[src/sv/hdtu_pkg.sv]
`timescale 1ns / 1ps
`default_nettype none

package hdtu_pkg;

    // Widths fixed by the register and field definitions
    localparam int TICK_W  = 19;
    localparam int BIT_W   = 4;
    localparam int BYTE_W  = 8;
    localparam int ADDR_W  = 3;
    localparam int DATA_W  = 32;

    // Transmit frame positions (bit_index values)
    localparam logic [BIT_W-1:0] TX_START_POS = 4'd0;
    localparam logic [BIT_W-1:0] TX_STOP_POS  = 4'd9;
    localparam logic [BIT_W-1:0] TX_DONE_POS  = 4'd10;
    // Receive: data bits before the stop bit
    localparam logic [BIT_W-1:0] RX_DATA_BITS = 4'd8;

    // Register indexes, decoded from paddr[2]
    localparam logic REG_BIT_TICKS      = 1'b0;
    localparam logic REG_CHANNEL_ENABLE = 1'b1;

    // Command codes
    localparam logic CMD_TICK = 1'b0;
    localparam logic CMD_SEND = 1'b1;

    typedef enum logic [1:0] {
        MODE_IDLE = 2'd0,
        MODE_RX   = 2'd1,
        MODE_TX   = 2'd2
    } mode_t;

    typedef struct packed {
        logic              command;
        logic              rx_line;
        logic [BYTE_W-1:0] tx_data;
    } in_item_t;

    typedef struct packed {
        logic              tx_line;
        logic              rx_valid;
        logic [BYTE_W-1:0] rx_data;
        logic              frame_dropped;
        logic              send_accepted;
        logic [1:0]        line_state;
    } out_item_t;

    typedef struct packed {
        logic [TICK_W-1:0] bit_ticks;
        logic              channel_enable;
    } cfg_t;

    typedef struct packed {
        mode_t             mode;
        logic [TICK_W-1:0] tick_count;
        logic [BIT_W-1:0]  bit_index;
        logic [BYTE_W-1:0] tx_shift;
        logic [BYTE_W-1:0] rx_shift;
        logic              tx_level;
    } uart_state_t;

endpackage

`default_nettype wire

[src/sv/hdtu_cfg.sv]
`timescale 1ns / 1ps
`default_nettype none

module hdtu_cfg
    import hdtu_pkg::*;
(
    input  wire logic              clk,
    input  wire logic              rst_n,
    input  wire logic              psel,
    input  wire logic              penable,
    input  wire logic              pwrite,
    input  wire logic [ADDR_W-1:0] paddr,
    input  wire logic [DATA_W-1:0] pwdata,
    output logic      [DATA_W-1:0] prdata,
    output logic                   pready,
    output cfg_t                   cfg
);

    logic [TICK_W-1:0] bit_ticks_reg;
    logic              enable_reg;
    logic              wr_en;

    assign pready = 1'b1;
    assign wr_en  = psel && penable && pwrite;

    // Register writes on the access phase
    always_ff @(posedge clk or negedge rst_n)
    begin
        if (!rst_n)
        begin
            bit_ticks_reg <= '0;
            enable_reg    <= 1'b0;
        end
        else if (wr_en)
        begin
            case (paddr[2])
                REG_BIT_TICKS:      bit_ticks_reg <= pwdata[TICK_W-1:0];
                REG_CHANNEL_ENABLE: enable_reg    <= pwdata[0];
                default:            ;
            endcase
        end
    end

    // Read mux
    always_comb
    begin
        case (paddr[2])
            REG_BIT_TICKS:      prdata = {{(DATA_W-TICK_W){1'b0}}, bit_ticks_reg};
            REG_CHANNEL_ENABLE: prdata = {{(DATA_W-1){1'b0}}, enable_reg};
            default:            prdata = '0;
        endcase
    end

    assign cfg.bit_ticks      = bit_ticks_reg;
    assign cfg.channel_enable = enable_reg;

endmodule

`default_nettype wire

[src/sv/hdtu_step.sv]
`timescale 1ns / 1ps
`default_nettype none

module hdtu_step
    import hdtu_pkg::*;
(
    input  wire uart_state_t cur,
    input  wire in_item_t    item,
    input  wire cfg_t        cfg,
    output uart_state_t      nxt,
    output out_item_t        res
);

    logic rx_good;
    logic rx_bad;
    logic sent;

    // Next state: send request, or tx side then rx side on an enabled tick
    always_comb
    begin
        uart_state_t s;
        logic        tx_end;
        logic        rx_end;
        s       = cur;
        rx_good = 1'b0;
        rx_bad  = 1'b0;
        sent    = 1'b0;
        tx_end  = 1'b0;
        rx_end  = 1'b0;
        if (item.command == CMD_SEND)
        begin
            if (cur.mode == MODE_IDLE)
            begin
                s.tx_shift  = item.tx_data;
                s.mode      = MODE_TX;
                s.bit_index = TX_START_POS;
                sent        = 1'b1;
            end
        end
        else if (cfg.channel_enable)
        begin
            // transmit side
            if (cur.mode == MODE_TX)
            begin
                tx_end = cur.tick_count >= cfg.bit_ticks;
                if (!tx_end)
                    s.tick_count = cur.tick_count + 1'b1;
                else
                begin
                    s.tick_count = '0;
                    if (cur.bit_index == TX_START_POS)
                    begin
                        s.tx_level  = 1'b0;
                        s.bit_index = cur.bit_index + 1'b1;
                    end
                    else if (cur.bit_index == TX_STOP_POS)
                    begin
                        s.tx_level  = 1'b1;
                        s.bit_index = TX_DONE_POS;
                    end
                    else if (cur.bit_index >= TX_DONE_POS)
                    begin
                        s.mode      = MODE_IDLE;
                        s.bit_index = '0;
                    end
                    else
                    begin
                        s.tx_level  = cur.tx_shift[cur.bit_index[2:0] - 3'd1];
                        s.bit_index = cur.bit_index + 1'b1;
                    end
                end
            end
            // receive side, sees the mode left by the transmit side
            if (s.mode == MODE_RX)
            begin
                rx_end = s.tick_count >= cfg.bit_ticks;
                if (!rx_end)
                    s.tick_count = s.tick_count + 1'b1;
                else
                begin
                    s.tick_count = '0;
                    if (s.bit_index >= RX_DATA_BITS)
                    begin
                        s.mode      = MODE_IDLE;
                        s.bit_index = '0;
                        rx_good     = item.rx_line;
                        rx_bad      = !item.rx_line;
                        s.rx_shift  = '0;
                    end
                    else
                    begin
                        s.rx_shift[s.bit_index[2:0]] = s.rx_shift[s.bit_index[2:0]]
                                                       | item.rx_line;
                        s.bit_index = s.bit_index + 1'b1;
                    end
                end
            end
            else if (s.mode == MODE_IDLE && !item.rx_line)
                s.mode = MODE_RX;
        end
        nxt = s;
    end

    // Result fields
    always_comb
    begin
        res.tx_line       = nxt.tx_level;
        res.rx_valid      = rx_good;
        res.rx_data       = rx_good ? cur.rx_shift : '0;
        res.frame_dropped = rx_bad;
        res.send_accepted = sent;
        res.line_state    = nxt.mode;
    end

endmodule

`default_nettype wire

[src/sv/hdtu_out_buf.sv]
`timescale 1ns / 1ps
`default_nettype none

module hdtu_out_buf
    import hdtu_pkg::*;
(
    input  wire logic      clk,
    input  wire logic      rst_n,
    input  wire logic      push,
    input  wire out_item_t push_item,
    output logic           can_push,
    output logic           out_valid,
    input  wire logic      out_ready,
    output out_item_t      out_item
);

    logic      out_valid_reg, out_valid_next;
    logic      skid_valid_reg, skid_valid_next;
    out_item_t out_item_reg, out_item_next;
    out_item_t skid_item_reg, skid_item_next;
    logic      take;

    assign can_push  = !skid_valid_reg;
    assign out_valid = out_valid_reg;
    assign out_item  = out_item_reg;
    assign take      = out_valid_reg && out_ready;

    // Output register plus skid entry
    always_comb
    begin
        out_valid_next  = out_valid_reg;
        skid_valid_next = skid_valid_reg;
        out_item_next   = out_item_reg;
        skid_item_next  = skid_item_reg;
        if (take)
        begin
            if (skid_valid_reg)
            begin
                out_item_next   = skid_item_reg;
                skid_valid_next = 1'b0;
            end
            else
            begin
                out_valid_next = push;
                out_item_next  = push_item;
            end
        end
        else if (!out_valid_reg)
        begin
            out_valid_next = push;
            out_item_next  = push_item;
        end
        else if (push)
        begin
            skid_valid_next = 1'b1;
            skid_item_next  = push_item;
        end
    end

    always_ff @(posedge clk or negedge rst_n)
    begin
        if (!rst_n)
        begin
            out_valid_reg  <= 1'b0;
            skid_valid_reg <= 1'b0;
        end
        else
        begin
            out_valid_reg  <= out_valid_next;
            skid_valid_reg <= skid_valid_next;
        end
    end

    always_ff @(posedge clk)
    begin
        out_item_reg  <= out_item_next;
        skid_item_reg <= skid_item_next;
    end

endmodule

`default_nettype wire

[src/sv/half_duplex_tick_uart.sv]
// Half-duplex 8N1 UART, one channel, stepped by tick and send transactions.
// Each result is registered, via the skid entry if the output is held.
// Throughput: one transaction per cycle while in_ready is high; one compare,
// one increment and a bit select lie between the state and result registers.
// Reset: line idle, transmit level high, counters, shifters and both
// configuration registers cleared; no result pending.
`timescale 1ns / 1ps
`default_nettype none

module half_duplex_tick_uart
    import hdtu_pkg::*;
(
    input  wire logic              clk,
    input  wire logic              rst_n,
    input  wire logic              in_valid,
    output logic                   in_ready,
    input  wire in_item_t          in_data,
    output logic                   out_valid,
    input  wire logic              out_ready,
    output out_item_t              out_data,
    input  wire logic              psel,
    input  wire logic              penable,
    input  wire logic              pwrite,
    input  wire logic [ADDR_W-1:0] paddr,
    input  wire logic [DATA_W-1:0] pwdata,
    output logic      [DATA_W-1:0] prdata,
    output logic                   pready
);

    cfg_t        cfg;
    uart_state_t state_reg, state_next;
    out_item_t   step_res;
    logic        accept;

    assign accept = in_valid && in_ready;

    hdtu_cfg u_cfg (
        .clk     (clk),
        .rst_n   (rst_n),
        .psel    (psel),
        .penable (penable),
        .pwrite  (pwrite),
        .paddr   (paddr),
        .pwdata  (pwdata),
        .prdata  (prdata),
        .pready  (pready),
        .cfg     (cfg)
    );

    hdtu_step u_step (
        .cur  (state_reg),
        .item (in_data),
        .cfg  (cfg),
        .nxt  (state_next),
        .res  (step_res)
    );

    // UART state advances on each accepted transaction
    always_ff @(posedge clk or negedge rst_n)
    begin
        if (!rst_n)
        begin
            state_reg.mode       <= MODE_IDLE;
            state_reg.tick_count <= '0;
            state_reg.bit_index  <= '0;
            state_reg.tx_shift   <= '0;
            state_reg.rx_shift   <= '0;
            state_reg.tx_level   <= 1'b1;
        end
        else if (accept)
        begin
            state_reg <= state_next;
        end
    end

    hdtu_out_buf u_out_buf (
        .clk       (clk),
        .rst_n     (rst_n),
        .push      (accept),
        .push_item (step_res),
        .can_push  (in_ready),
        .out_valid (out_valid),
        .out_ready (out_ready),
        .out_item  (out_data)
    );

endmodule

`default_nettype wire
[config.mk]
export PLATFORM = sky130hd
export DESIGN_NAME = half_duplex_tick_uart
export DESIGN_NICKNAME = d
export VERILOG_FILES = /design/src/sv/hdtu_pkg.sv /design/src/sv/hdtu_cfg.sv /design/src/sv/hdtu_step.sv /design/src/sv/hdtu_out_buf.sv /design/src/sv/half_duplex_tick_uart.sv
export SDC_FILE = /design/constraint.sdc
export NUM_CORES = 1
export LEC_CHECK = 0
export BUFFER_PORTS_ARGS = -buffer_cell sky130_fd_sc_hd__buf_2
export CAP_MARGIN = 30
export CORE_UTILIZATION = 42
export DETAILED_ROUTE_END_ITERATION = 7
export HOLD_SLACK_MARGIN = 0.02
export SKIP_LAST_GASP = 1
export SLEW_MARGIN = 20
export SYNTH_ARGS = -nofsm -noshare
export SYNTH_HDL_FRONTEND = slang
export SYNTH_HIERARCHICAL = 1
export SYNTH_SLANG_ARGS = --single-unit
[constraint.sdc]
create_clock -name clk -period 9.5 [get_ports clk]
set_clock_uncertainty 0.2 [all_clocks]
set_input_delay 1.9 -clock clk [delete_from_list [all_inputs] [get_ports clk]]
set_output_delay 1.9 -clock clk [all_outputs]
set_load 0.02 [all_outputs]
==> results.txt <==
The run finished with clean final reports. The count of H-tree levels built during CTS came out at 3. The tool flagged a number of max-cap violations equal to 0. The actual transition at the worst max-transition pin is 0.849 ns. The final core area utilization is 48.0%. Summed over all nets, the half-perimeter wirelength after detailed placement is 11.2 mm. The share of async-settable or async-resettable flops after synthesis came out at 69.6%. The number of detailed-routing iterations run before antenna repair is 5. The final antenna diode count came out at 0. Hold repair after CTS inserted 0 buffers. The count of flip-flops with a built-in enable after synthesis came out at 28.

The relative contribution of sequential cells to total power came out at 38.2%. The critical path in this run is classified as reg2reg. The number of pins with negative max-slew slack in the final report came to 0. The startpoint identified for the worst register-to-register timing path is state_reg[36]$_DFFE_PN0P_.

The number of buffer cells added on primary ports came out at 71. The global-route wire length before repair came out at 25.9 mm. The core region area is 16100 µm². The capturing point of the worst reg2reg path is u_out_buf/out_item[0]$_DFFE_PP_. The starting utilization of the core area came out at 43.7%. The number of synthesis warnings is 6.

The floorplan row count is 46. The number of placed I/O pins is 101. Of the total power, the share spent switching nets is 37.0%. The number of buffers between clock root and the deepest sink came out at 2. The flip-flop count of the largest register after layout is 42.

The setup slack of the worst register-to-register path came out at 3.79 ns. The worst setup path is captured at a flip-flop. The library cells used most frequently in the layout, excluding fill and tap cells, are sky130_fd_sc_hd__buf_2 (71), sky130_fd_sc_hd__dfrtp_1 (63), sky130_fd_sc_hd__mux2_4 (59), sky130_fd_sc_hd__nand2_1 (48), sky130_fd_sc_hd__ha_1 (45). The mean number of vias per cell is 5.56. The first routing iteration left 334 violations. The synthesized design contains 92 register bits.

After clock tree synthesis, the repair step resized 0 gates. For met2 alone, demand over resource in global routing was 31.5%. The area added between synthesis and finish came out at 9.95%. The design internal power is 921 µW.

The number of distinct library cell variants in the gate-level netlist after synthesis is 83. The via count of the routed design is 5303. The number of cells on the worst reg-to-reg path is 18. In the final layout, the share of cells above drive strength 1 is 29.0%. The total routed wirelength came out at 15.6 mm. The gate count of the mapped netlist is 682.

The met3 demand-to-capacity share in global routing is 2.66%. The met1 demand-to-capacity share in global routing is 23.3%. The remaining global-route overflow is 0. The sort of element at the start of the critical path is a flip-flop. The net count reported at finish came out at 830. The number of antenna violations at the first check in global routing came out at 0.

The number of endpoints with negative hold slack in the final report is 0. The required time reported for the critical path endpoint came out at 9.41 ns. The final worst-path cycle share came out at 60.1%.

The number of global-route vias before repair is 5248. The clock share of power came out at 25.2%. The total negative slack is 0 ns.

The post-synthesis area per instance is 10.3 µm². Across the VDD grid, the largest voltage drop is 0.0917 mV. At the later pin of the worst-skew pair, clock insertion delay measures 0.36 ns. The relative slew slack came out at 43.4%. Routability-driven placement finished with a final weighted congestion of 0.869. The most common library cell in the layout ignoring fill and taps is sky130_fd_sc_hd__buf_2.

The power density over cell area came out at 189 nW/µm². In this run, the combinational gates consume 36.6% of the power. The die area came out at 17300 µm². Counting every sink on the clock net gives 92.

Setup repair after global routing left no endpoint under its margin. Entering global routing, the biggest net connects 65 pins. After global routing, the most crowded layer is met2.

In this run, CTS created clock tree buffers numbering 9. The min-delay analysis places its worst path in the category reg2reg. The horizontal die dimension came out at 131 µm. The remaining antenna violation count is 0.

The largest fanout on the critical path came out at 15. The post-route DRC violation count is 0. The per-cell routed wire length came out at 16.3 µm. Global routing used 18.5% of the available tracks. The worst hold path depth came out at 1. The number of setup violations in the final report came out at 0. Based on the critical path, the design can be clocked at up to 175 MHz.

The most used flip-flop cell after synthesis is sky130_fd_sc_hd__dfrtp_1. The arrival time at the worst endpoint is 5.62 ns. After filler insertion, the fill cell instance count of the layout stands at 1517. The time the worst path needs with I/O delays and setup is 5.71 ns.

In this run the vertical extent of the chip is 131 µm. TritonCTS built the clock tree. After clock tree synthesis, the setup repair step added 0 buffers. In this run the static leakage power is 0.00359 µW.

Clock tree synthesis selected as its root buffer the cell sky130_fd_sc_hd__clkbuf_16. The worst hold path endpoint is state_reg[16]$_DFFE_PN0P_. The share of the yosys chip area belonging to registers is 34.7%.

The synthesized cell area is 7040 µm². In this run the most critical hold path is launched from state_reg[16]$_DFFE_PN0P_. After clock tree synthesis, the clock-pin slew on the worst setup and hold paths is 0.07 ns. The switching power summed over all nets is 541 µW.
layer usage:
| layer | up-vias | wire length, µm |
|---|---|---|
| met5 | - | 0 |
| met2 | 147 | 7710 |
| met1 | 2598 | 6970 |
| li1 | 2535 | - |
| met4 | 0 | 255 |
| met3 | 23 | 641 |
area by class of cell:
type	count	area, µm²	share of cell area, %
well taps	216	270	3.49
repair buffers	82	450	5.82
clock buffers	9	225	2.91
clock inverters	7	80.1	1.03
multi-input cells	513	4140	53.5
flip-flops and latches	92	2440	31.6
inverters	35	131	1.70
synth_stat cells, types with 3 or more instances:
library cell	count	area share (%)
sky130_fd_sc_hd__a211oi_2	3	0.53
sky130_fd_sc_hd__a21o_1	6	0.64
sky130_fd_sc_hd__a21oi_1	30	2.1
sky130_fd_sc_hd__a31oi_1	6	0.53
sky130_fd_sc_hd__and2_1	3	0.27
sky130_fd_sc_hd__and3_1	13	1.2
sky130_fd_sc_hd__buf_2	6	0.43
sky130_fd_sc_hd__buf_4	24	2.6
sky130_fd_sc_hd__buf_6	7	1.1
sky130_fd_sc_hd__clkbuf_1	14	0.75
sky130_fd_sc_hd__dfrtp_1	63	22
sky130_fd_sc_hd__edfxtp_1	28	12
sky130_fd_sc_hd__ha_1	45	8.0
sky130_fd_sc_hd__inv_1	33	1.8
sky130_fd_sc_hd__mux2_2	26	4.2
sky130_fd_sc_hd__mux2_4	59	13
sky130_fd_sc_hd__mux2i_1	3	0.43
sky130_fd_sc_hd__nand2_1	48	2.6
sky130_fd_sc_hd__nand2b_1	12	1.1
sky130_fd_sc_hd__nand3_1	20	1.4
sky130_fd_sc_hd__nand4_1	8	0.71
sky130_fd_sc_hd__nor2_1	37	2.0
sky130_fd_sc_hd__nor2_2	3	0.27
sky130_fd_sc_hd__nor2b_1	22	2.0
sky130_fd_sc_hd__nor3_1	9	0.64
sky130_fd_sc_hd__nor4_1	5	0.44
sky130_fd_sc_hd__o2111ai_1	3	0.37
sky130_fd_sc_hd__o211ai_1	4	0.43
sky130_fd_sc_hd__o21a_1	4	0.43
sky130_fd_sc_hd__o21ai_0	26	1.8
sky130_fd_sc_hd__o21ai_1	11	0.78
sky130_fd_sc_hd__o22ai_1	8	0.71
sky130_fd_sc_hd__o31ai_1	6	0.64
sky130_fd_sc_hd__xnor2_1	17	2.1
sky130_fd_sc_hd__xor2_1	14	1.7
worst max path at each step:
stage                     depth (start not counted)                       from                              end
after floorplan                                  20  state_reg[36]$_DFFE_PN0P_  u_out_buf/out_item[0]$_DFFE_PP_
after global placement                           18  state_reg[36]$_DFFE_PN0P_  u_out_buf/out_item[0]$_DFFE_PP_
after detailed placement                         18  state_reg[36]$_DFFE_PN0P_  u_out_buf/out_item[0]$_DFFE_PP_
after CTS                                        18  state_reg[36]$_DFFE_PN0P_  u_out_buf/out_item[0]$_DFFE_PP_
after global routing                             19  state_reg[37]$_DFFE_PN0P_  u_out_buf/out_item[6]$_DFFE_PP_
final                                            18  state_reg[36]$_DFFE_PN0P_  u_out_buf/out_item[0]$_DFFE_PP_
worst max-delay path, cell delays in order, from the launching register on:
cell,delay (ns)
sky130_fd_sc_hd__dfrtp_1,0.47
sky130_fd_sc_hd__ha_1,0.31
sky130_fd_sc_hd__nand4_1,0.13
sky130_fd_sc_hd__or3_4,0.43
sky130_fd_sc_hd__nor3_4,0.22
sky130_fd_sc_hd__a211oi_2,0.10
sky130_fd_sc_hd__buf_4,0.21
sky130_fd_sc_hd__nor2_2,0.59
sky130_fd_sc_hd__nor2_1,0.21
sky130_fd_sc_hd__ha_1,0.36
sky130_fd_sc_hd__o21a_1,0.11
sky130_fd_sc_hd__o21ai_0,0.12
sky130_fd_sc_hd__a221o_1,0.37
sky130_fd_sc_hd__a21oi_1,0.13
sky130_fd_sc_hd__buf_4,0.25
sky130_fd_sc_hd__nand2_1,0.18
sky130_fd_sc_hd__nor2_1,0.52
sky130_fd_sc_hd__nor2_1,0.23
sky130_fd_sc_hd__mux2_2,0.31
cell families (layout without fill, tap and decap cells):
family / after synthesis / in the layout / synth area share, %
AOI/OAI and AO/OA: 132 / 132 / 12.6
buffers and inverters: 89 / 133 / 7.13
xor gates and xnor gates: 31 / 31 / 3.86
and+or+nand+nor: 201 / 201 / 15.8
DFF: 92 / 92 / 34.7
adders and majority gates: 45 / 45 / 8.00
muxes: 90 / 90 / 17.8
other: 2 / 14 / 0.107
power groups by stage:
stage | Combinational (µW) | Sequential, µW | Clock, µW
after floorplan | 419 | 559 | 0
after global placement | 512 | 562 | 0
after detailed placement | 531 | 566 | 0
after CTS | 534 | 560 | 380
after global routing | 589 | 571 | 392
final | 535 | 559 | 368
stage by stage:
| stage | setup slack (ns) | std cells | hold WS (ns) | cell area [µm²] | total power, µW |
|---|---|---|---|---|---|
| after floorplan | 4.85 | 694 | 0.276 | 7090 | 978 |
| after global routing | 3.48 | 954 | 0.354 | 7740 | 1550 |
| after global placement | 3.95 | 934 | 0.309 | 7390 | 1070 |
| after detailed placement | 3.88 | 935 | 0.316 | 7400 | 1100 |
| after CTS | 3.84 | 951 | 0.333 | 7710 | 1470 |
| final | 3.79 | 954 | 0.333 | 7740 | 1460 |
(Power assumes the default switching activity.)
